[src/hw/rtl/assert_macros.svh]
// assertion macros shared by the eeprom rtl
// no dependencies; included by the files that carry assertions
`ifndef ASSERT_MACROS_SVH
`define ASSERT_MACROS_SVH

// property checked on every rising edge, switched off while reset is held
`define EEP_ASSERT(label, clk, rst_n, prop) \
  label: assert property (@(posedge clk) disable iff (!rst_n) prop) \
    else $error("%m: property failed");

// property checked on every rising edge, reset included
`define EEP_ASSERT_ALWAYS(label, clk, prop) \
  label: assert property (@(posedge clk) prop) \
    else $error("%m: property failed");

`endif

[src/hw/rtl/eep_pkg.sv]
// types and constants for the serial eeprom bit protocol block
// no dependencies; used by every module under hw/rtl
package eep_pkg;

  // store geometry
  localparam int unsigned BLOCK_COUNT = 1024;
  localparam int unsigned IDX_W       = $clog2(BLOCK_COUNT);
  localparam int unsigned WORD_W      = 64;

  // command and address decode
  localparam logic [7:0]  CMD_READ_BIT = 8'h40;
  localparam logic [15:0] DMA_LARGE_A  = 16'h0011;
  localparam logic [15:0] DMA_LARGE_B  = 16'h0051;

  // bit counter landmarks
  localparam logic [6:0] CNT_ADDR_SMALL = 7'd9;
  localparam logic [6:0] CNT_ADDR_LARGE = 7'h11;
  localparam logic [6:0] CNT_RDPRE_END  = 7'd4;
  localparam logic [6:0] CNT_BLOCK      = 7'h40;
  localparam logic [6:0] CNT_STOP       = 7'h41;
  localparam logic [3:0] BYTE_IDX_MAX   = 4'd8;

  // protocol phase, one-hot
  typedef enum logic [4:0] {
    MODE_IDLE   = 5'b00001,
    MODE_ADDR   = 5'b00010,
    MODE_RDPRE  = 5'b00100,
    MODE_RDDATA = 5'b01000,
    MODE_WRDATA = 5'b10000
  } mode_e;

  // input item: one bus access
  typedef struct packed {
    logic        op;
    logic        write_bit;
    logic [15:0] dma_count;
  } in_item_t;

  // result item
  typedef struct packed {
    logic read_bit;
    logic block_written;
    logic in_use;
    logic large_size;
  } out_item_t;

  // store access from the sequencer
  typedef struct packed {
    logic              we;
    logic [IDX_W-1:0]  idx;
    logic [WORD_W-1:0] wdata;
  } store_req_t;

endpackage

[src/hw/rtl/eep_skid.sv]
// two-entry output buffer between the sequencer and the result channel
// depends on eep_pkg and assert_macros.svh
`include "assert_macros.svh"

module eep_skid (
  input  logic               clk_i,
  input  logic               rst_ni,
  input  logic               in_valid_i,
  output logic               in_ready_o,
  input  eep_pkg::out_item_t in_item_i,
  output logic               out_valid_o,
  input  logic               out_ready_i,
  output eep_pkg::out_item_t out_item_o
);

  logic               out_v_q, out_v_d;
  logic               skid_v_q, skid_v_d;
  eep_pkg::out_item_t out_q, out_d;
  eep_pkg::out_item_t skid_q, skid_d;
  logic               push;
  logic               pop;

  assign in_ready_o = !skid_v_q;
  assign push       = in_valid_i && !skid_v_q;
  assign pop        = out_v_q && out_ready_i;

  // buffer steering
  always_comb begin
    out_v_d  = out_v_q;
    skid_v_d = skid_v_q;
    out_d    = out_q;
    skid_d   = skid_q;
    if (push) begin
      if (out_v_q && !out_ready_i) begin
        skid_d   = in_item_i;
        skid_v_d = 1'b1;
      end else begin
        out_d   = in_item_i;
        out_v_d = 1'b1;
      end
    end else if (pop) begin
      if (skid_v_q) begin
        out_d    = skid_q;
        skid_v_d = 1'b0;
      end else begin
        out_v_d = 1'b0;
      end
    end
  end

  // valid flags
  always_ff @(posedge clk_i or negedge rst_ni) begin
    if (!rst_ni) begin
      out_v_q  <= 1'b0;
      skid_v_q <= 1'b0;
    end else begin
      out_v_q  <= out_v_d;
      skid_v_q <= skid_v_d;
    end
  end

  // payload
  always_ff @(posedge clk_i) begin
    out_q  <= out_d;
    skid_q <= skid_d;
  end

  assign out_valid_o = out_v_q;
  assign out_item_o  = out_q;

  // the skid entry only fills behind a held output entry
  `EEP_ASSERT_ALWAYS(a_skid_behind_out, clk_i, skid_v_q |-> out_v_q)

endmodule

[config.mk]
export PLATFORM = sky130hd
export DESIGN_NAME = eep_skid
export DESIGN_NICKNAME = d
export VERILOG_FILES = /design/src/hw/rtl/eep_pkg.sv /design/src/hw/rtl/eep_skid.sv
export VERILOG_INCLUDE_DIRS = /design/src /design/src/hw/rtl
export SDC_FILE = /design/constraint.sdc
export NUM_CORES = 1
export LEC_CHECK = 0
export CAP_MARGIN = 5
export CORE_AREA = 2 2 39 41
export DETAILED_ROUTE_END_ITERATION = 7
export DIE_AREA = 0 0 41 43
export DONT_BUFFER_PORTS = 1
export PLACE_DENSITY = 0.48
export SLEW_MARGIN = 20
export SYNTH_ARGS = -nofsm -noshare
export SYNTH_HDL_FRONTEND = slang
export SYNTH_SLANG_ARGS = --single-unit
export TNS_END_PERCENT = 10
[constraint.sdc]
create_clock -name clk_i -period 1.4 [get_ports clk_i]
set_input_delay 0.07 -clock clk_i [delete_from_list [all_inputs] [get_ports clk_i]]
set_output_delay 0.07 -clock clk_i [all_outputs]
set_load 0.005 [all_outputs]
==> flow_summary_export.csv <==
group,metric,value,unit
die,pin_count,14,
pwr,p_sw_share,27.6,%
place,gp_congestion,0.657,
worst_setup_path,crit_slowest_cell,"dfrtp_1",
die,die_area,1760,um^2
sta,skew,1.36,ps
cells_and_area,synthToLayoutAreaGrowth,27.2,%
worst_setup_path,reg2regPathDepth,3,
sta,fmax,813,MHz
sta,setup_viol,0,
synthesis,yosysTopAreaCellShare,57.3,%
pwr,p_seq_share,54.2,%
synthesis,synth_top_area_cell,"edfxtp_1",
drt,dr.pass1.iters,2,
clocking,htreeDepth,1,
drt,drt_iter0_markers,7,
global_routing,grt_pass1_wl,1020,um
cells_and_area,num-fill-cells,136,
worst_setup_path,r2r-end,"skid_q[3]$_DFFE_PP_",
worst_setup_path,endpoint,"skid_q[3]$_DFFE_PP_",
drt,num_vias,221,
worst_setup_path,r2r_slack,170,ps
pwr,ir_worst_vdd,530,uV
synthesis,syn_area,419,um^2
sta,slew_viol_final,0,
worst_setup_path,required,1380,ps
clocking,cts.sink_count,10,
drt,ant_nets,0,
clocking,cts_made_buffers,3,
sta,tightest_slew,173,ps
clocking,cts_root_buf,"clkbuf_4",
global_routing,grt.overflow.total,0,
synthesis,postSynthAreaPerCell,16.8,um^2
synthesis,synth_ff_type,"edfxtp_1",
die,start_util,30.3,%
clocking,cts_tree,"done",
synthesis,syn_nets,33,
worst_setup_path,reg2reg_from,"skid_v_q$_DFFE_PN0P_",
place,place_hpwl,481,um
worst_setup_path,crit_type,"flop to flop",
clocking,cts_buffer_depth,2,
synthesis,ys_types,12,
worst_setup_path,crit_chain,"nand2b_4 > nor3_1 > buf_4",
synthesis,synth_async_sr_flop_share,20.0,%
cells_and_area,fin_nets,45,
hold_path,min_path_type,"input port to flop",
clocking,path_clk_slew,70,ps
global_routing,antenna_found_initial,0,
die,fp.dieW,41,um
worst_setup_path,end_kind,"flop",
synthesis,synthTopCellsByCount,"edfxtp_1, mux2_4, dfrtp_1, inv_1, nor2_1",
pwr,power_frac_comb,23.6,%
place,port_buffers,0,
job,maxCapViolCount,0,
die,fp-row-count,14,
worst_setup_path,critPathArrivalTime,1210,ps
sta,relSlewSlack,88.4,%
cells_and_area,postLayoutCoreUtil,38.5,%
synthesis,synth-seq-cells,10,
synthesis,synth_area_leaders,"edfxtp_1, mux2_4, dfrtp_1",
cells_and_area,antenna_cells,0,
drt,remaining_drc_errors,0,
pwr,power.leakage,0.000215,uW
clocking,cts.repair.resized,0,
global_routing,grtUsageTotal,8.89,%
pwr,p_sw,249,uW
sta,fin_crit_sh,87.9,%
drt,drt_wl_total,615,um
synthesis,synth_cells,25,
sta,hold_viol,0,
die,die_h,43,um
drt,wire_per_inst,11.8,um
drt,via_per_inst,4.25,
die,core,1380,um^2
pwr,p_int,652,uW
synthesis,synth_edf_count,8,
pwr,power_density,1690,nW/um^2
pwr,p_clk_share,22.2,%
cells_and_area,drive_above_1_share,30.6,%
worst_setup_path,crit_fanout,6,
sta,tns,0,ps
sta,rsz0062_at_grt,"false",
synthesis,synth_most_common_cell,"edfxtp_1",
worst_setup_path,cpPeakStageDelay,430,ps
global_routing,grt_pass1_vias,242,
run_status,status,"completed",
synthesis,synth.yosys.warnings,0,
clocking,clkLatencyLatePin,260,ps
worst_setup_path,startpoint_type,"flop",
global_routing,grt_max_degree,7,
synthesis,ys_seq_area_share,69.3,%
worst_setup_path,startpoint,"skid_v_q$_DFFE_PN0P_",
sta,period_needed,1230,ps
## state kept, by name (all words and copies together) (netlist names)
name         cells
out_item_o       4
skid_q           4
out_valid_o      1
skid_v_q         1
## how the worst min path moves through the flow
stage	slack, ps	startpoint	endpoint	cells past startpoint
floorplan	-230	rst_ni	out_valid_o$_DFFE_PN0P_	0
global placement	-230	rst_ni	out_valid_o$_DFFE_PN0P_	0
detailed placement	-230	rst_ni	out_valid_o$_DFFE_PN0P_	0
CTS	10	in_valid_i	out_valid_o$_DFFE_PN0P_	2
global route	20	in_item_i[0]	out_item_o[0]$_DFFE_PP_	1
finish	10	in_valid_i	out_valid_o$_DFFE_PN0P_	2
## placed cells by master (no fill, tap or decap), drive strengths merged
| cell type | n |
|---|---|
| buf | 1 |
| inv | 2 |
| nor2 | 2 |
| dlygate4sd3 | 6 |
| clkinv | 1 |
| a21oi | 1 |
| mux2 | 4 |
| and2b | 1 |
| and2 | 1 |
| o21ai | 1 |
| nand2b | 1 |
| nor3 | 1 |
| clkbuf | 3 |
| edfxtp | 8 |
| o22a | 1 |
| dfrtp | 2 |
## kinds of logic (layout without fill, tap and decap cells)
kind of cell | count (synthesis) | after routing | share of synthesized area (%)
flops | 10 | 10 | 69.3
mux | 4 | 4 | 14.3
buf+inv | 2 | 13 | 1.79
simple gates | 6 | 6 | 9.85
compound gates | 3 | 3 | 4.77
## timing repair
item	in CTS	in global routing
hold buffers	6	0
endpoints found under the hold margin	7	0
buffers inserted	0	0
## worst max-delay path, delay by kind of cell, from the launching register on
family / cells / cell delay, ps
buf+inv: 1 / 170
flops: 1 / 430
simple gates: 2 / 360
## per-layer routing
| layer | track usage [%] | wire length (um) |
|---|---|---|
| met1 | 10.9 | 270 |
| met2 | 12.5 | 316 |
| met3 | 3.14 | 28 |
| met4 | 6.00 | 0 |
| met5 | 0 | 0 |
## metrics by stage
step           hold WS, ps  worst slack [ps]  instance area, um^2  total power (uW)  std cells
2_1_floorplan         -226               116                  419               653         25
3_3_place_gp          -226               148                  447               686         42
3_5_place_dp          -226               160                  447               699         42
4_1_cts               10.1               145                  533               916         52
5_1_grt               17.5              97.9                  533               961         52
6_report              10.1               170                  533               901         52
## power by group through the flow
stage	Combinational, uW	Sequential, uW	Clock [uW]
finish	213	489	200
global route	239	505	218
CTS	218	491	207
detailed placement	203	496	0
global placement	197	489	0
floorplan	171	482	0
## area by class of cell
type / instances / area (um^2) / share of cell area [%]
clock inverters: 1 / 3.75 / 0.704
repair buffers: 7 / 67.6 / 12.7
well taps: 16 / 20.0 / 3.76
multi-input cells: 13 / 121 / 22.8
flip-flops and latches: 10 / 290 / 54.5
inverters: 2 / 7.51 / 1.41
clock buffers: 3 / 22.5 / 4.23
(Power assumes the default switching activity.)
